--- src/rtl/cgsr_pkg.sv ---
package cgsr_pkg;

    localparam int SCREEN_WIDTH_DEF  = 80;
    localparam int SCREEN_HEIGHT_DEF = 25;
    localparam int MAX_SIZE_DEF      = 63;

    localparam int SZ_W   = 8;
    localparam int CNT_W  = 9;
    localparam int OFS_W  = 11;
    localparam int POS_W  = 12;
    localparam int IJ_W   = 10;
    localparam int SQ_W   = 18;
    localparam int FIFO_DEPTH = 2;

    localparam logic [7:0]  CLEAR_GLYPH = 8'h20;
    localparam logic [15:0] CLEAR_COLOR = 16'd7;

    localparam logic [2:0] ACT_SHAPE = 3'd0;
    localparam logic [2:0] ACT_LINE  = 3'd1;
    localparam logic [2:0] ACT_MOVE  = 3'd2;
    localparam logic [2:0] ACT_CLEAR = 3'd3;

    localparam logic [2:0] SHP_TRI  = 3'd0;
    localparam logic [2:0] SHP_SQR  = 3'd1;
    localparam logic [2:0] SHP_RECT = 3'd2;
    localparam logic [2:0] SHP_CIRC = 3'd3;
    localparam logic [2:0] SHP_RHOM = 3'd4;
    localparam logic [2:0] SHP_HEX  = 3'd5;

    localparam logic [3:0] ORI_UP    = 4'd1;
    localparam logic [3:0] ORI_DOWN  = 4'd2;
    localparam logic [3:0] ORI_LEFT  = 4'd3;
    localparam logic [3:0] ORI_RIGHT = 4'd4;
    localparam logic [3:0] ORI_UL    = 4'd5;
    localparam logic [3:0] ORI_UR    = 4'd6;
    localparam logic [3:0] ORI_DL    = 4'd7;
    localparam logic [3:0] ORI_DR    = 4'd8;

    localparam logic [2:0] HEX_LAST_SEG = 3'd5;

    typedef enum logic [2:0] {
        OP_NONE,
        OP_SCAN,
        OP_WALK,
        OP_MOVE,
        OP_CLEAR
    } t_op;

    typedef enum logic [2:0] {
        BK_CLEAR,
        BK_IDLE,
        BK_NORM,
        BK_SCAN,
        BK_WALK,
        BK_READ,
        BK_RESP
    } t_bk_state;

    typedef struct packed {
        t_op                     op;
        logic [2:0]              shp;
        logic                    hex;
        logic signed [1:0]       dir_x;
        logic signed [1:0]       dir_y;
        logic signed [OFS_W-1:0] off_x;
        logic signed [OFS_W-1:0] off_y;
        logic signed [IJ_W-1:0]  j0;
        logic signed [IJ_W-1:0]  i0;
        logic [CNT_W-1:0]        n_cols;
        logic [CNT_W-1:0]        n_rows;
        logic [SZ_W-1:0]         s;
        logic [SZ_W-1:0]         t;
        logic [15:0]             color;
        logic [7:0]              glyph;
        logic signed [1:0]       step_x;
        logic signed [1:0]       step_y;
        logic [6:0]              cell_x;
        logic [4:0]              cell_y;
    } t_cmd;

    function automatic logic signed [1:0] hex_dx(input logic [2:0] k);
        logic signed [1:0] v;
        unique case (k)
            3'd0, 3'd1: v = 2'sd1;
            3'd3, 3'd4: v = -2'sd1;
            default:    v = 2'sd0;
        endcase
        return v;
    endfunction

    function automatic logic signed [1:0] hex_dy(input logic [2:0] k);
        logic signed [1:0] v;
        unique case (k)
            3'd1, 3'd2: v = 2'sd1;
            3'd4, 3'd5: v = -2'sd1;
            default:    v = 2'sd0;
        endcase
        return v;
    endfunction

endpackage

--- src/rtl/cgsr_front.sv ---
module cgsr_front #(
    parameter int MAX_SIZE = cgsr_pkg::MAX_SIZE_DEF
) (
    input  logic        i_action_valid,
    input  logic [2:0]  i_action,
    input  logic [2:0]  i_shape,
    input  logic [3:0]  i_orientation,
    input  logic [5:0]  i_size_a,
    input  logic [5:0]  i_size_b,
    input  logic [15:0] i_color,
    input  logic [7:0]  i_glyph,
    input  logic signed [1:0] i_step_x,
    input  logic signed [1:0] i_step_y,
    input  logic [6:0]  i_cell_x,
    input  logic [4:0]  i_cell_y,
    input  logic        i_hold,
    input  logic        i_full,
    output logic        o_ready,
    output logic        o_push,
    output cgsr_pkg::t_cmd o_cmd
);
    import cgsr_pkg::*;

    logic [SZ_W-1:0]         sa, sb, hh, hs;
    logic signed [OFS_W-1:0] shx, shy;
    t_cmd                    c;

    always_comb begin
        sa = (SZ_W'(i_size_a) > SZ_W'(MAX_SIZE)) ? SZ_W'(MAX_SIZE) : SZ_W'(i_size_a);
        sb = (SZ_W'(i_size_b) > SZ_W'(MAX_SIZE)) ? SZ_W'(MAX_SIZE) : SZ_W'(i_size_b);
        hh = sa >> 1;
        if (i_shape == SHP_TRI || i_shape == SHP_CIRC) begin
            hs = '0;
        end else if (i_shape == SHP_RECT) begin
            hs = sb;
        end else begin
            hs = sa;
        end
        shx = '0;
        shy = '0;
        priority if (i_orientation == ORI_UP) begin
            shy = -OFS_W'(hs);
        end else if (i_orientation == ORI_LEFT) begin
            shx = -OFS_W'(sa);
        end else begin
            shy = '0;
        end

        c        = '0;
        c.op     = OP_NONE;
        c.s      = sa;
        c.t      = sb;
        c.shp    = i_shape;
        c.color  = i_color;
        c.glyph  = i_glyph;
        c.step_x = i_step_x;
        c.step_y = i_step_y;
        c.cell_x = i_cell_x;
        c.cell_y = i_cell_y;

        case (i_action)
            ACT_SHAPE: begin
                c.op = OP_SCAN;
                case (i_shape)
                    SHP_TRI: begin
                        c.j0     = -IJ_W'(hh);
                        c.n_cols = CNT_W'({hh, 1'b1});
                        c.n_rows = CNT_W'(hh) + 1'b1;
                    end
                    SHP_SQR: begin
                        c.n_cols = CNT_W'(sa);
                        c.n_rows = CNT_W'(sa);
                    end
                    SHP_RECT: begin
                        c.n_cols = CNT_W'(sa);
                        c.n_rows = CNT_W'(sb);
                    end
                    SHP_CIRC: begin
                        c.j0     = -IJ_W'(sa);
                        c.i0     = -IJ_W'(sa);
                        c.n_cols = (sa == '0) ? '0 : CNT_W'({sa, 1'b1});
                        c.n_rows = c.n_cols;
                    end
                    SHP_RHOM: begin
                        c.j0     = -IJ_W'(sa);
                        c.i0     = -IJ_W'(sa);
                        c.n_cols = CNT_W'({sa, 1'b1});
                        c.n_rows = CNT_W'({sa, 1'b1});
                    end
                    SHP_HEX: begin
                        c.op  = OP_WALK;
                        c.hex = 1'b1;
                    end
                    default: c.op = OP_NONE;
                endcase
                c.off_x = shx + OFS_W'(c.j0);
                c.off_y = shy + OFS_W'(c.i0);
            end
            ACT_LINE: begin
                c.op = OP_WALK;
                case (i_orientation)
                    ORI_UP:    begin c.dir_x = 2'sd0;  c.dir_y = -2'sd1; end
                    ORI_DOWN:  begin c.dir_x = 2'sd0;  c.dir_y = 2'sd1;  end
                    ORI_LEFT:  begin c.dir_x = -2'sd1; c.dir_y = 2'sd0;  end
                    ORI_RIGHT: begin c.dir_x = 2'sd1;  c.dir_y = 2'sd0;  end
                    ORI_UL:    begin c.dir_x = -2'sd1; c.dir_y = -2'sd1; end
                    ORI_UR:    begin c.dir_x = 2'sd1;  c.dir_y = -2'sd1; end
                    ORI_DL:    begin c.dir_x = -2'sd1; c.dir_y = 2'sd1;  end
                    ORI_DR:    begin c.dir_x = 2'sd1;  c.dir_y = 2'sd1;  end
                    default:   c.op = OP_NONE;
                endcase
            end
            ACT_MOVE:  c.op = OP_MOVE;
            ACT_CLEAR: c.op = OP_CLEAR;
            default:   c.op = OP_NONE;
        endcase
    end

    assign o_ready = !i_full && !i_hold;
    assign o_push  = i_action_valid && o_ready;
    assign o_cmd   = c;
endmodule

--- config.mk ---
export PLATFORM = sky130hd
export DESIGN_NAME = cgsr_front
export DESIGN_NICKNAME = d
export VERILOG_FILES = /design/src/rtl/cgsr_pkg.sv /design/src/rtl/cgsr_front.sv
export SDC_FILE = /design/constraint.sdc
export NUM_CORES = 1
export LEC_CHECK = 0
export ABC_CLOCK_PERIOD_IN_PS = 5220
export BUFFER_PORTS_ARGS = -buffer_cell sky130_fd_sc_hd__buf_2
export CORE_MARGIN = 2
export CORE_UTILIZATION = 41
export DETAILED_ROUTE_END_ITERATION = 10
export PLACE_DENSITY = 0.8
export RECOVER_POWER = 100
export SLEW_MARGIN = 20
export SYNTH_ARGS = -nofsm -noshare
export SYNTH_HDL_FRONTEND = slang
export SYNTH_SLANG_ARGS = --single-unit
--- constraint.sdc ---
create_clock -name vclk -period 5.22
set_input_delay 0.783 -clock vclk [all_inputs]
set_output_delay 0.783 -clock vclk [all_outputs]
set_load 0.05 [all_outputs]
==> results.yml <==
status:
  status: "completed"
critical_path:
  critPathSlowestCell: "nor2b_1"
  path_cells: "buf_2 -> nor2b_1 -> o21ai_0 -> and2_1 -> ha_1 -> inv_1 -> xnor2_1 -> nor2_1 -> ha_1 -> a21o_1 -> a21oi_1 -> o211ai_1 -> a31oi_1 -> nand2_1 -> mux2i_1 -> clkbuf_2"
  cp_max_fo: 26
  critPathMostFrequentCell: "ha_1"
  path_class: "in2out"
  end_kind: "primary output"
  arrival_ps: 4100
  worstSetupStartpointType: "input port"
  required_ps: 4440
  max_stage_delay_ps: 360
sta:
  worst_slew_pin_slew_ps: 625
  slew_headroom: 0.585
  hold_violations: 0
  setup_viol: 0
  rsz0062_at_grt: "no"
  max_freq_mhz: 205
  post-route-period-util: 0.935
  fin_crit_ps: 4880
  slew_violations: 0
  setup_slack_ps: 339
  tns_ps: 0
finish:
  syn2layout_area_growth_pct: 1.27
  final_cell_mix: "clkbuf_1 (70), nor2_1 (59), a21oi_1 (45)"
  fin_nets: 589
  n_clock_buffer: 0
  drive_gt1_frac: 0.109
  seq_cell_count: 0
  diodes: 0
  final_area_sq_um: 3000
  regArea_sq_um: 0
  layout_commonest_cell: "clkbuf_1"
  fin_util: 0.434
pwr:
  p_int_w: 0.0000764
  worst_ir_drop_vdd_v: 0.0000254
  total_power_w: 0.000274
  powerDensity_nw_per_um2: 91.3
  power_frac_comb: 1.000
  p_seq_frac: 0
  leakagePower_nw: 1.37
  clkPwrFrac: 0
  power.switching_w: 0.000198
  swShare: 0.721
routing:
  drc: 0
  wl_per_cell_um: 13.9
  postRouteAntennaNets: 0
  drtIter0Drc: 195
  dr_total_vias: 3233
  drt-pass1-iter-count: 4
  drt-total-wl_mm: 8.24
  via_per_inst: 5.47
place:
  dp_hpwl_mm: 6.55
  gp_congestion: 0.915
  dpl-instance-area_sq_um: 3090
  place_worst_setup_slack_ps: 430
  io_buffers: 106
floorplan:
  dieWidth_um: 89.0
  dieArea_sq_um: 7920
  start_util: 0.429
  die_h_um: 89.0
  rows: 30
  core_area_sq_um: 6910
  io_pins: 194
clock_tree:
  cts_setup_buffers: 0
  cts.repair.resized: 0
  cts_hold_buf: 0
hold_path:
  hold-path-cell-count: 0
  min_path_type: "in2out"
grt:
  first_global_vias: 2834
  grt_usage: 0.198
  antenna_found_initial: 0
  grt_pass1_wl_mm: 13.0
  grt_max_degree: 36
  grt_overflow: 0
synthesis:
  syn_area_sq_um: 2960
  synth.avg_cell_area_sq_um: 6.36
  yosysSeqAreaShare: 0
  yosysWarningCount: 0
  yosys.cell_types.count: 57
  synthCells: 466
flow_run:
  cap_violations: 0
==> metal layers <==
metal / GRT usage / wire (um)
met1: 0.278 / 3570
met2: 0.336 / 3840
met3: 0.0157 / 711
met4: 0.0366 / 119
met5: 0 / 0
==> cell type report <==
class	instances	area (sq um)
Fill cell	782	3910
Inverter	25	93.8
Multi-Input combinational cell	359	2310
Tap cell	96	120
Timing Repair Buffer	111	480
==> stage by stage <==
stage          std cells  hold WS [ps]
2_1_floorplan        473          1730
3_3_place_gp         591          1570
3_5_place_dp         591          1570
4_1_cts              591          1570
5_1_grt              591          1570
6_report             591          1570
==> cell usage after synthesis, types with 2 or more instances <==
cell type | count | share of area
a21oi_1 | 45 | 0.076
inv_2 | 2 | 0.0025
o21ai_1 | 4 | 0.0068
nand2_1 | 31 | 0.039
nor3b_1 | 3 | 0.0076
buf_4 | 64 | 0.16
a31oi_1 | 5 | 0.011
and2_1 | 12 | 0.025
ha_1 | 25 | 0.11
inv_1 | 22 | 0.028
nor2_1 | 59 | 0.075
xor2_1 | 10 | 0.030
nand3b_1 | 2 | 0.0051
fa_1 | 2 | 0.014
nand2b_1 | 10 | 0.021
nor3_1 | 20 | 0.034
nand3_1 | 10 | 0.017
clkbuf_1 | 16 | 0.020
o21a_1 | 4 | 0.010
o22a_1 | 3 | 0.0089
mux2_2 | 2 | 0.0076
nor2b_1 | 7 | 0.015
o21bai_1 | 4 | 0.010
nand4b_1 | 2 | 0.0059
and3_1 | 3 | 0.0063
xnor2_1 | 11 | 0.033
buf_1 | 2 | 0.0025
o21ai_0 | 20 | 0.034
o22ai_1 | 2 | 0.0042
buf_2 | 6 | 0.010
nand4_1 | 6 | 0.013
a21o_1 | 11 | 0.028
o211ai_1 | 5 | 0.013
o41a_1 | 2 | 0.0076
a32o_1 | 2 | 0.0068
or3_1 | 6 | 0.013
mux2i_1 | 6 | 0.020
==> worst paths after layout <==
| path | from | endpoint | slack, ps |
|---|---|---|---|
| worst min-delay path | i_step_x[0] | o_cmd[14] | 1570 |
| worst max-delay path | i_shape[0] | o_cmd[104] | 340 |
==> worst max-delay path, delay by kind of cell <==
kind                     cells  cell delay (ps)
XOR/XNOR                     1              150
AO/OA/AOI/OAI                5             1050
AND/OR/NAND/NOR              4              720
adder cells (fa/ha/maj)      2              510
buffers and inverters        3              760
multiplexers                 1              120
==> kinds of logic (layout without fill, tap and decap cells) <==
kind of cell | Yosys count | after routing | synth area share
xor gates and xnor gates | 22 | 22 | 0.0676
adders and majority gates | 27 | 27 | 0.119
buffers and inverters | 114 | 136 | 0.231
and+or+nand+nor | 179 | 179 | 0.307
muxes | 8 | 8 | 0.0279
AOI/OAI and AO/OA | 115 | 115 | 0.247
other | 1 | 8 | 0.00127
==> power by group through the flow <==
stage | registers, W | clock network (W) | logic, W
CTS | 0 | 0 | 0.000276
global route | 0 | 0 | 0.000299
finish | 0 | 0 | 0.000274
floorplan | 0 | 0 | 0.000309
detailed placement | 0 | 0 | 0.000274
global placement | 0 | 0 | 0.000269
(Power assumes the default switching activity.)
