==> config.mk <==
export PLATFORM = sky130hd
export DESIGN_NAME = cgsr_fifo
export DESIGN_NICKNAME = d
export VERILOG_FILES = /design/src/rtl/cgsr_pkg.sv /design/src/rtl/cgsr_fifo.sv
export SDC_FILE = /design/constraint.sdc
export NUM_CORES = 1
export LEC_CHECK = 0
export BUFFER_PORTS_ARGS = -buffer_cell sky130_fd_sc_hd__buf_2
export CAP_MARGIN = 20
export CORE_MARGIN = 2
export CORE_UTILIZATION = 47
export CTS_CLUSTER_SIZE = 28
export DETAILED_ROUTE_END_ITERATION = 8
export PLACE_DENSITY = 0.79
export RECOVER_POWER = 50
export SLEW_MARGIN = 20
export SYNTH_ARGS = -nofsm -noshare
export SYNTH_HDL_FRONTEND = slang
export SYNTH_SLANG_ARGS = --single-unit
==> constraint.sdc <==
create_clock -name i_clk -period 7.1 [get_ports i_clk]
set_input_delay 1.065 -clock i_clk [delete_from_list [all_inputs] [get_ports i_clk]]
set_output_delay 1.065 -clock i_clk [all_outputs]
set_load 0.05 [all_outputs]
==> src/rtl/cgsr_pkg.sv <==
package cgsr_pkg;

    localparam int SCREEN_WIDTH_DEF  = 80;
    localparam int SCREEN_HEIGHT_DEF = 25;
    localparam int MAX_SIZE_DEF      = 63;

    localparam int SZ_W   = 8;
    localparam int CNT_W  = 9;
    localparam int OFS_W  = 11;
    localparam int POS_W  = 12;
    localparam int IJ_W   = 10;
    localparam int SQ_W   = 18;
    localparam int FIFO_DEPTH = 2;

    localparam logic [7:0]  CLEAR_GLYPH = 8'h20;
    localparam logic [15:0] CLEAR_COLOR = 16'd7;

    localparam logic [2:0] ACT_SHAPE = 3'd0;
    localparam logic [2:0] ACT_LINE  = 3'd1;
    localparam logic [2:0] ACT_MOVE  = 3'd2;
    localparam logic [2:0] ACT_CLEAR = 3'd3;

    localparam logic [2:0] SHP_TRI  = 3'd0;
    localparam logic [2:0] SHP_SQR  = 3'd1;
    localparam logic [2:0] SHP_RECT = 3'd2;
    localparam logic [2:0] SHP_CIRC = 3'd3;
    localparam logic [2:0] SHP_RHOM = 3'd4;
    localparam logic [2:0] SHP_HEX  = 3'd5;

    localparam logic [3:0] ORI_UP    = 4'd1;
    localparam logic [3:0] ORI_DOWN  = 4'd2;
    localparam logic [3:0] ORI_LEFT  = 4'd3;
    localparam logic [3:0] ORI_RIGHT = 4'd4;
    localparam logic [3:0] ORI_UL    = 4'd5;
    localparam logic [3:0] ORI_UR    = 4'd6;
    localparam logic [3:0] ORI_DL    = 4'd7;
    localparam logic [3:0] ORI_DR    = 4'd8;

    localparam logic [2:0] HEX_LAST_SEG = 3'd5;

    typedef enum logic [2:0] {
        OP_NONE,
        OP_SCAN,
        OP_WALK,
        OP_MOVE,
        OP_CLEAR
    } t_op;

    typedef enum logic [2:0] {
        BK_CLEAR,
        BK_IDLE,
        BK_NORM,
        BK_SCAN,
        BK_WALK,
        BK_READ,
        BK_RESP
    } t_bk_state;

    typedef struct packed {
        t_op                     op;
        logic [2:0]              shp;
        logic                    hex;
        logic signed [1:0]       dir_x;
        logic signed [1:0]       dir_y;
        logic signed [OFS_W-1:0] off_x;
        logic signed [OFS_W-1:0] off_y;
        logic signed [IJ_W-1:0]  j0;
        logic signed [IJ_W-1:0]  i0;
        logic [CNT_W-1:0]        n_cols;
        logic [CNT_W-1:0]        n_rows;
        logic [SZ_W-1:0]         s;
        logic [SZ_W-1:0]         t;
        logic [15:0]             color;
        logic [7:0]              glyph;
        logic signed [1:0]       step_x;
        logic signed [1:0]       step_y;
        logic [6:0]              cell_x;
        logic [4:0]              cell_y;
    } t_cmd;

    function automatic logic signed [1:0] hex_dx(input logic [2:0] k);
        logic signed [1:0] v;
        unique case (k)
            3'd0, 3'd1: v = 2'sd1;
            3'd3, 3'd4: v = -2'sd1;
            default:    v = 2'sd0;
        endcase
        return v;
    endfunction

    function automatic logic signed [1:0] hex_dy(input logic [2:0] k);
        logic signed [1:0] v;
        unique case (k)
            3'd1, 3'd2: v = 2'sd1;
            3'd4, 3'd5: v = -2'sd1;
            default:    v = 2'sd0;
        endcase
        return v;
    endfunction

endpackage

==> src/rtl/cgsr_fifo.sv <==
module cgsr_fifo (
    input  logic            i_clk,
    input  logic            i_rst_n,
    input  logic            i_push,
    input  cgsr_pkg::t_cmd  i_data,
    output logic            o_full,
    input  logic            i_pop,
    output cgsr_pkg::t_cmd  o_data,
    output logic            o_empty
);
    import cgsr_pkg::*;

    localparam int PW = $clog2(FIFO_DEPTH);

    t_cmd            r_mem [FIFO_DEPTH];
    logic [PW-1:0]   r_wp, r_rp;
    logic [PW:0]     r_cnt;

    always_ff @(posedge i_clk) begin
        if (!i_rst_n) begin
            r_wp  <= '0;
            r_rp  <= '0;
            r_cnt <= '0;
        end else begin
            if (i_push) begin
                r_wp <= (r_wp == PW'(FIFO_DEPTH - 1)) ? '0 : r_wp + 1'b1;
            end
            if (i_pop) begin
                r_rp <= (r_rp == PW'(FIFO_DEPTH - 1)) ? '0 : r_rp + 1'b1;
            end
            if (i_push && !i_pop) begin
                r_cnt <= r_cnt + 1'b1;
            end else if (!i_push && i_pop) begin
                r_cnt <= r_cnt - 1'b1;
            end
        end
    end

    always_ff @(posedge i_clk) begin
        if (i_push) begin
            r_mem[r_wp] <= i_data;
        end
    end

    assign o_data  = r_mem[r_rp];
    assign o_full  = (r_cnt == (PW+1)'(FIFO_DEPTH));
    assign o_empty = (r_cnt == '0);
endmodule

==> results of run 1 <==
## cells in the final DEF (no fill, tap or decap), types with 3 or more instances in the layout
cell type and instances:
dfxtp_1 4, clkinv_1 5, clkbuf_1 79, clkinv_2 4, mux2_2 97, mux2_4 30
buf_2 189, buf_4 3, edfxtp_1 254, and2_1 3, clkbuf_16 27
## power breakdown
group          switching [W]  leakage [nW]  total, W  internal, W
Sequential         0.0000349          2.43   0.00181      0.00177
Clock               0.000507         0.384   0.00124     0.000729
Combinational       0.000396          1.49  0.000559     0.000163
Total               0.000938          4.30   0.00360      0.00266
## sequential cells by signal (all words and copies together), names as in the netlist, named ones only
register  flops
r_mem       254
r_wp          1
r_rp          1
r_cnt         2
## layout make-up
type	count	area (um^2)	share of cell area (%)
timing repair buffer	263	1235	10.52
inverter	1	3.754	0.03197
clock inverter	11	77.57	0.6607
sequential	259	7731	65.85
clock buffer	35	705.7	6.010
tap	265	331.6	2.824
multi-input combinational	143	1657	14.11
## routing by layer
metal | part of all wire [%] | routed length, um | global-route usage (%)
met5 | 0 | 0 | 0
met2 | 51 | 9029 | 28.44
met3 | 8.3 | 1470 | 4.375
met4 | 2.1 | 365 | 4.563
met1 | 39 | 6835 | 19.47
## through the flow
step	total power [W]	hold WS [ns]	cell area [um^2]	cells	setup slack, ns
6_report	0.003602	0.5463	11740	977	2.100
2_1_floorplan	0.002267	0.4737	9492	417	2.267
3_3_place_gp	0.002390	0.4859	11060	931	3.559
5_1_grt	0.003730	0.5883	11740	977	1.596
3_5_place_dp	0.002405	0.5471	11060	931	3.516
4_1_cts	0.003643	0.5539	11840	977	2.971
## logic make-up (layout without fill, tap and decap cells)
kind of cell	count (synthesis)	after routing
flops	259	259
mux	127	127
buf+inv	15	310
simple gates	9	9
compound gates	3	3
xor+xnor	3	3
fa+ha+maj	1	1
## worst min path at each step
stage | cells after the start | from | end
2_1_floorplan | 2 | r_cnt[1] | r_cnt[1]
3_3_place_gp | 2 | r_cnt[1] | r_cnt[1]
3_5_place_dp | 2 | r_cnt[1] | r_cnt[1]
4_1_cts | 2 | r_cnt[1] | r_cnt[1]
5_1_grt | 2 | r_cnt[1] | r_cnt[1]
6_report | 2 | r_cnt[1] | r_cnt[1]
## worst min-delay path: cells and delay by family (launching register included)
family	cells	cell delay (ns)
AO/OA/AOI/OAI	2	0.16
flip-flops	1	0.33
==> metrics.yaml, run 1 <==
outcome:
  status: "complete, but fails checks"
  failed_checks: "max-capacitance violations, max-slew violations"
finish:
  layout.nets: 826
  nFillCells: 1494
  postLayoutCoreUtil_pct: 59.74
  layout-drive-gt1-share_pct: 49.58
  antenna_cells: 0
  syn_to_final_growth_pct: 23.73
worst_setup_path:
  r2r_slack_ns: 2.51
  path_depth: 3
  arrival_ns: 5.13
  cpPeakStageDelay_ns: 2.74
  endpoint_kind: "flip-flop"
  timing.rr.start: "r_wp"
  cp-start-kind: "primary input"
  crit_type: "in2reg"
  worstReg2RegEnd: "r_mem[1][26]"
  r2r_cells: 2
  critPathTopFamily: "simple AND/OR/NAND/NOR gates"
  critPathLaunch: "i_push"
  path_cells: "clkbuf_1 > and2_0 > buf_4"
  crit_end: "r_mem[1][26]"
  critical_path_buf_inv_count: 2
  path_max_fanout: 72
  slowest_stage: "and2_0"
  worstPathRequired_ns: 7.23
clock_network:
  cts_tree: "done"
  cts-buffers-inserted: 26
  cts_root_buffer: "clkbuf_16"
  cts.sinks: 259
  ctsHoldBuffers: 0
  cts_max_level: 1
  post_cts_buffers: 0
  post_cts_resized: 0
  clkTransAtPathRegs_ns: 0.06
  clockBufferDepth: 3
  clk_latency_ns: 0.51
power_and_ir_drop:
  vdd_drop_max_v: 0.0002166
  power_density_nw_per_um2: 306.8
  cellLeakagePower_nw: 4.296
floorplan:
  std_cell_rows: 51
  die_h_um: 146.1
  fp.coreArea_um2: 19650
  start_util_pct: 48.28
  ios: 260
  die_area_um2: 21340
  die_w_um: 146.1
sta:
  period_share_pct: 70.42
  relSlewSlack_pct: -152.3
  tightest_slew_ns: 3.783
  fin_skew_ns: 0.006323
  setup_tns_ns: 0
  setup_viol: 0
  rsz0062_at_grt: "false"
  hold_violations: 0
  clock.fmax_mhz: 200.0
  min_period_ns: 5.000
  report.final.slew_viol_count: 118
drt:
  drc: 0
  wirelength_um: 17700
  wl_per_cell_um: 18.12
  drt_first_pass_iters: 4
  ant_nets: 0
  vias_per_cell: 4.924
  first_iter_violations: 202
  via_count: 4811
grt:
  grt_antenna_before_repair: 0
  grt_use_total_pct: 16.07
  grt_pass1_vias: 5232
  grt_pass1_wl_um: 27180
  grt_max_degree: 73
  overflow: 0
synth:
  async_reset_ff_share_pct: 0
  synth-edff-count: 254
  yosysSeqAreaShare_pct: 81.43
  synth_ff_type: "edfxtp_1"
  ys_ff_latch: 259
  synth.net_count: 549
  synth-xor-area-share_pct: 0.2769
  synth_top_family_by_area: "multiplexers"
  syn_inst: 417
  synth_simple_gate_area_share_pct: 0.5802
  yosysUniqueCellTypes: 18
  syn_area_um2: 9489
  yosys.area.top_type: "edfxtp_1"
  netlist_top_cells_area: "edfxtp_1 (80%), mux2_2 (12%), mux2_4 (4.7%)"
  synthMuxAreaShare_pct: 16.26
  synth_common_cells: "edfxtp_1 (254), mux2_2 (97), mux2_4 (30)"
  synth_fa_ha_area_share_pct: 0.1319
  yosysWarningCount: 0
  syn-mean-instance-area_um2: 22.76
  synth_compound_area_share_pct: 0.2110
  yosysTopAreaCellShare_pct: 80.38
  synthMostInstantiatedCell: "edfxtp_1"
place:
  dpl.hpwl_um: 11810
  io_buffers: 259
  gp_congestion: 0.7720
min_path:
  hold_path_class: "reg2reg"
run:
  drv_cap: 2
Note: power is estimated with default switching activity, not from simulation.
==> run 2: changes to the inputs <==
Settings changed: CORE_UTILIZATION 47 to 52, PLACE_DENSITY 0.79 to 0.82.
Clock period 7.1 ns to 4.8 ns, I/O delays scaled along.
==> run 2 against run 1 <==
  * The flow still finishes with violations (max-capacitance violations, max-slew violations)
  * Global-route usage up 1.7 points
  * Sequential power up 48%
  * Critical path depth unchanged
  * First-iteration DRC count up 33%
  * Largest power group unchanged
  * Sequential share of layout area down 0.17 points
  * Core utilization up 5.8 points
  * Non-clock buffer count unchanged
==> metrics.yaml, run 2 (synthesized netlist as in run 1, its figures left out) <==
run:
  drv_cap: 3  # was 2
place:
  dpl.hpwl_um: 11820  # was 11810 um
  placed_area_um2: 11040  # was 11060 um^2
  gp_congestion: 0.7651  # was 0.7720
  io_buffers: 259  # unchanged
grt:
  grt_pass1_wl_um: 27200  # was 27180 um
  grt_pass1_vias: 5072  # was 5232
  grt_max_degree: 85  # was 73
  overflow: 0  # unchanged
  grt_use_total_pct: 17.78  # was 16.07%
  grt_antenna_before_repair: 0  # unchanged
finish:
  fin_area_um2: 11770  # was 11740 um^2
  final_common_cell: "edfxtp_1"  # unchanged
  postLayoutCoreUtil_pct: 65.54  # was 59.74%
  layout-drive-gt1-share_pct: 50.42  # was 49.58%
  antenna_cells: 0  # unchanged
  syn_to_final_growth_pct: 24.06  # was 23.73%
  largest-register: "r_mem"  # unchanged
  final_cell_mix: "edfxtp_1 (254), buf_2 (190), mux2_2 (97), clkbuf_1 (75), mux2_4 (30)"  # was edfxtp_1 (254), buf_2 (189), mux2_2 (97), clkbuf_1 (79), mux2_4 (30)
  layout.nets: 826  # unchanged
  largest_reg_flops: 254  # unchanged
  largestRegisters: "r_mem (254), r_cnt (2)"  # unchanged
clock_network:
  cts.sinks: 259  # unchanged
  post_cts_buffers: 0  # unchanged
  clk_latency_ns: 0.51  # about the same
  clkTransAtPathRegs_ns: 0.06  # about the same
  cts-buffers-inserted: 26  # unchanged
  clockBufferDepth: 3  # unchanged
  ctsHoldBuffers: 0  # unchanged
  cts_root_buffer: "clkbuf_16"  # unchanged
  cts_tree: "done"  # unchanged
  cts_max_level: 1  # unchanged
  post_cts_resized: 0  # unchanged
sta:
  tightest_slew_ns: 3.475  # was 3.783 ns
  whs_ns: 0.3989  # was 0.5463 ns
  setup_tns_ns: 0  # unchanged
  rsz0062_at_grt: "false"  # unchanged
  period_share_pct: 78.60
  relSlewSlack_pct: -131.8  # was -152.3%
  hold_violations: 0  # unchanged
  setup_viol: 0  # unchanged
  clock.fmax_mhz: 265.1
  report.final.slew_viol_count: 182  # was 118
  min_period_ns: 3.773
  fin_skew_ns: 0.009985  # was 0.006323 ns
floorplan:
  die_area_um2: 19340  # was 21340 um^2
  fp.coreArea_um2: 17960  # was 19650 um^2
  die_w_um: 139.1  # was 146.1 um
  die_h_um: 139.1  # was 146.1 um
  ios: 260  # unchanged
  std_cell_rows: 49  # was 51
  start_util_pct: 52.82  # was 48.28%
worst_setup_path:
  path_max_fanout: 76  # was 72
  endpoint_kind: "flip-flop"  # unchanged
  crit_type: "in2reg"  # unchanged
  worstPathRequired_ns: 4.94  # was 7.23 ns
  cp-start-kind: "primary input"  # unchanged
  arrival_ns: 3.91  # was 5.13 ns
drt:
  first_iter_violations: 269  # was 202
  wl_per_cell_um: 18.88  # was 18.12 um
  ant_nets: 0  # unchanged
  vias_per_cell: 5.097  # was 4.924
  via_count: 4806  # was 4811
  drt_first_pass_iters: 4  # unchanged
  wirelength_um: 17800  # was 17700 um
  drc: 0  # unchanged
power_and_ir_drop:
  cellLeakagePower_nw: 4.330  # was 4.296 nW
  power_density_nw_per_um2: 461.3  # was 306.8 nW/um^2
  vdd_drop_max_v: 0.0003248  # was 0.0002166 V
outcome:
  status: "complete, but fails checks"  # unchanged
  failed_checks: "max-capacitance violations, max-slew violations"  # unchanged
min_path:
  hold_path_class: "in2reg"  # was reg2reg
## run 2: cell types whose count changed in the layout (fill, tap and decap cells not counted), sizes merged
| cell | before | now |
|---|---|---|
| clkbuf | 106 | 107 |
| clkinvlp | 0 | 1 |
## run 2: critical path, stage by stage
cell,delay [ns]
clkbuf_1,0.16
and2_0,2.52
buf_12,0.39
## run 2: report_power, final
part | internal (W) | switching [W] | leakage [nW]
clock network | 0.00114 | 0.000786 | 0.412
logic | 0.000243 | 0.000587 | 1.49
registers | 0.00262 | 0.0000513 | 2.43
## run 2: area by class of cell
type                            instances  area [um^2]
Clock buffer                           36        749.5
Inverter                                1        3.754
Clock inverter                         12        86.33
Timing Repair Buffer                  263         1259
Multi-Input combinational cell        143         1657
Fill cell                            1224         6191
Sequential cell                       259         7731
Tap cell                              229        286.5
## run 2: per-layer routing
metal	vias to the layer above	wire, um	GRT usage [%]	share of wire (%)
met4	0	250	4.306	1.4
met3	20	1278	4.178	7.2
li1	2219	-	-	-
met1	2362	7120	22.99	40
met2	205	9153	30.80	51
met5	-	0	0	0
## run 2: final timing paths
| kind | endpoint | cells past startpoint | startpoint | slack, ns |
|---|---|---|---|---|
| worst min register to register | r_cnt[1] | 2 | r_cnt[1] | 0.54 |
| worst max register to register | r_mem[1][24] | 2 | r_wp | 1.07 |
| worst max-delay path | r_mem[1][24] | 3 | i_push | 1.03 |
| worst min-delay path | r_mem[0][75] | 1 | i_data[75] | 0.40 |
## run 2: stage by stage
stage	power (W)	std cells	worst slack (ns)
after floorplan	0.003354	417	0.3123
after global placement	0.003533	895	2.055
after detailed placement	0.003559	895	2.020
after CTS	0.005481	943	1.474
after global routing	0.005608	943	0.7021
final	0.005431	943	1.027
==> run 3: changes to the inputs <==
Settings changed: ABC_AREA set to 1.
Clock period 4.8 ns to 3.5 ns, I/O delays scaled along.
==> run 3 against run 2 <==
  * The run still ends with max-capacitance violations, max-slew violations left
  * Global-route usage rose by 0.061 points
  * Sequential cell count did not move
  * Synthesized area rose by 0.11%
  * Worst setup slack got worse by 0.31 ns
  * Via count rose by 2.9%
  * Sequential share of layout area barely moved
  * Clock skew rose by 0.0019 ns
  * Clock power rose by 34%
  * Routed wire length fell by 0.32%
  * Critical path depth did not move
  * Final cell count rose by 1.4%
  * Critical path type is now reg2out
  * Critical endpoint is now o_data[59]
  * Largest power group unchanged
==> metrics.yaml, run 3 <==
grt:
  grt_pass1_wl_um: 27410  # was 27200 um
  grt_pass1_vias: 5191  # was 5072
  grt_antenna_before_repair: 0  # unchanged
  overflow: 0  # unchanged
  grt_use_total_pct: 17.84  # was 17.78%
  grt_max_degree: 71  # was 85
drt:
  wl_per_cell_um: 18.56  # was 18.88 um
  drc: 0  # unchanged
  ant_nets: 0  # unchanged
  via_count: 4946  # was 4806
  drt_first_pass_iters: 4  # unchanged
  vias_per_cell: 5.174  # was 5.097
  wirelength_um: 17750  # was 17800 um
  first_iter_violations: 279  # was 269
finish:
  layout.nets: 841  # was 826
  final_common_cell: "edfxtp_1"  # unchanged
  antenna_cells: 0  # unchanged
  syn_to_final_growth_pct: 23.91  # was 24.06%
  largestRegisters: "r_mem (254), r_cnt (2)"  # unchanged
  postLayoutCoreUtil_pct: 65.52  # was 65.54%
  multi_input_area_um2: 1648  # was 1657 um^2
  largest_reg_flops: 254  # unchanged
  largest-register: "r_mem"  # unchanged
  seq_area_um2: 7731  # unchanged
  nFillCells: 1237  # was 1224
  final_cell_mix: "edfxtp_1 (254), buf_2 (187), mux2_2 (97), clkbuf_1 (78), mux2_4 (30)"  # was edfxtp_1 (254), buf_2 (190), mux2_2 (97), clkbuf_1 (75), mux2_4 (30)
  layout-drive-gt1-share_pct: 49.24  # was 50.42%
synth:
  synthMuxAreaShare_pct: 16.24  # was 16.26%
  syn_inst: 430  # was 417
  yosysWarningCount: 0  # unchanged
  yosysTopAreaCellShare_pct: 80.30  # was 80.38%
  synth_common_cells: "edfxtp_1 (254), mux2_2 (97), mux2_4 (30)"  # unchanged
  synth_fa_ha_area_share_pct: 0.1317  # was 0.1319%
  netlist_top_cells_area: "edfxtp_1 (80%), mux2_2 (11%), mux2_4 (4.7%)"  # was edfxtp_1 (80%), mux2_2 (12%), mux2_4 (4.7%)
  ys_ff_latch: 259  # unchanged
  syn-mean-instance-area_um2: 22.09  # was 22.76 um^2
  yosysSeqAreaShare_pct: 81.35  # was 81.43%
  synth_compound_area_share_pct: 0.1054  # was 0.2110%
  synth-edff-count: 254  # unchanged
  synth_top_family_by_area: "multiplexers"  # unchanged
  yosys.area.top_type: "edfxtp_1"  # unchanged
  synth_ff_type: "edfxtp_1"  # unchanged
  synth.net_count: 562  # was 549
  async_reset_ff_share_pct: 0  # unchanged
  synthMostInstantiatedCell: "edfxtp_1"  # unchanged
  synth_simple_gate_area_share_pct: 0.7903  # was 0.5802%
  synth-xor-area-share_pct: 0  # was 0.2769%
  syn_area_um2: 9499  # was 9489 um^2
  yosysUniqueCellTypes: 14  # was 18
floorplan:
  die_w_um: 139.2  # was 139.1 um
  fp.coreArea_um2: 17960  # unchanged
  std_cell_rows: 49  # unchanged
  die_h_um: 139.2  # was 139.1 um
  ios: 260  # unchanged
  start_util_pct: 52.88  # was 52.82%
  die_area_um2: 19360  # was 19340 um^2
sta:
  fin_skew_ns: 0.01188  # was 0.009985 ns
  relSlewSlack_pct: -25.70  # was -131.8%
  whs_ns: 0.1955  # was 0.3989 ns
  setup_tns_ns: 0  # unchanged
  clock.fmax_mhz: 359.3
  tightest_slew_ns: 1.885  # was 3.475 ns
  rsz0062_at_grt: "false"  # unchanged
  min_period_ns: 2.783
  period_share_pct: 79.53
  report.final.slew_viol_count: 129  # was 182
  setup_viol: 0  # unchanged
  hold_violations: 0  # unchanged
power_and_ir_drop:
  vdd_drop_max_v: 0.0005862  # was 0.0003248 V
  p_switching_w: 0.001856  # was 0.001424 W
  pwr-share-comb_pct: 14.3  # was 15.3%
  intPower_w: 0.005405  # was 0.004007 W
  clkPwrFrac_pct: 35.6  # was 35.5%
  seq_power_share_pct: 50.1  # was 49.2%
  switching_share_pct: 25.56  # was 26.22%
  power_density_nw_per_um2: 616.9  # was 461.3 nW/um^2
  cellLeakagePower_nw: 4.353  # was 4.330 nW
place:
  io_buffers: 259  # unchanged
  gp_congestion: 0.7844  # was 0.7651
  dpl.hpwl_um: 11870  # was 11820 um
worst_setup_path:
  path_max_fanout: 65  # was 76
  critPathTopFamily: "buffers and inverters"  # was simple AND/OR/NAND/NOR gates
  endpoint_kind: "output pin"  # was flip-flop
  critical_path_buf_inv_count: 2  # unchanged
  arrival_ns: 2.26  # was 3.91 ns
  worstPathRequired_ns: 2.97  # was 4.94 ns
  cp-start-kind: "flip-flop"  # was primary input
  path_cells: "buf_4 > mux2_2 > buf_2"  # was clkbuf_1 > and2_0 > buf_12
  cpPeakStageDelay_ns: 0.65  # was 2.52 ns
  slowest_stage: "buf_4"  # was and2_0
  crit_type: "reg2out"  # was in2reg
clock_network:
  cts_tree: "done"  # unchanged
  clockBufferDepth: 3  # unchanged
  cts_root_buffer: "clkbuf_16"  # unchanged
  clkTransAtPathRegs_ns: 0.06  # about the same
  clk_latency_ns: 0.51  # about the same
  cts_max_level: 1  # unchanged
  post_cts_resized: 0  # unchanged
  cts-buffers-inserted: 26  # unchanged
  cts.sinks: 259  # unchanged
  post_cts_buffers: 0  # unchanged
  ctsHoldBuffers: 0  # unchanged
min_path:
  hold_path_class: "in2reg"  # unchanged
run:
  drv_cap: 2  # was 3
outcome:
  status: "complete, but fails checks"  # unchanged
  failed_checks: "max-capacitance violations, max-slew violations"  # unchanged
-- run 3: cell count changes after synthesis, sizes merged, moves of 2 or more --
cell,previous run,this run
nor2,1,9
and2,4,0
nor2b,2,0
nand2,0,8
inv,1,8
xor2,2,0
-- run 3: layout make-up --
class / instances / area share (%)
multi-input combinational: 149 / 14.00
tap: 229 / 2.434
clock buffer: 40 / 6.580
timing repair buffer: 265 / 10.69
clock inverter: 6 / 0.3189
sequential: 259 / 65.69
inverter: 8 / 0.2870
-- run 3: kinds of logic (layout without fill, tap and decap cells) --
logic type / after synthesis / after routing
AOI/OAI and AO/OA: 2 / 2
adders and majority gates: 1 / 1
buffers and inverters: 22 / 319
DFF: 259 / 259
muxes: 127 / 127
and+or+nand+nor: 19 / 19
-- run 3: final timing paths --
kind | startpoint | endpoint | cells past startpoint | slack (ns)
setup / recovery | flip-flop | o_data[59] | 3 | 0.72
hold / removal | i_data[113] | r_mem[1][113] | 1 | 0.20
setup reg to reg | r_wp | r_mem[0][47] | 2 | 1.21
hold reg to reg | r_rp | flip-flop | 2 | 0.51
-- run 3: routing by layer --
layer / track usage [%] / vias up / part of all wire, %
met3: 4.972 / 51 / 8.5
met1: 21.31 / 2414 / 37
met5: 0 / - / 0
met2: 31.27 / 233 / 51
met4: 6.273 / 0 / 3.2
li1: - / 2248 / -
-- run 3: power by group through the flow --
| stage | sequential, W | clock [W] | combinational [W] |
|---|---|---|---|
| 5_1_grt | 0.00365 | 0.00277 | 0.00109 |
| 3_3_place_gp | 0.00369 | 0 | 0.00103 |
| 3_5_place_dp | 0.00370 | 0 | 0.00105 |
| 4_1_cts | 0.00364 | 0.00264 | 0.00106 |
| 2_1_floorplan | 0.00369 | 0 | 0.000793 |
| 6_report | 0.00364 | 0.00258 | 0.00104 |
-- run 3: worst register-to-register path, delay by kind of cell (launching register included) --
family / cells / cell delay [ns]
buf+inv: 1 / 1.30
flops: 1 / 0.35
simple gates: 1 / 0.11
-- run 3: stage by stage --
step / cells / cell area (um^2) / setup WS (ns) / total power (W)
3_3_place_gp: 910 / 11050 / 1.289 / 0.004722
3_5_place_dp: 910 / 11050 / 1.264 / 0.004757
4_1_cts: 956 / 11870 / 0.6916 / 0.007337
5_1_grt: 956 / 11770 / 0.6242 / 0.007510
2_1_floorplan: 430 / 9510 / 0.6028 / 0.004484
6_report: 956 / 11770 / 0.7165 / 0.007261
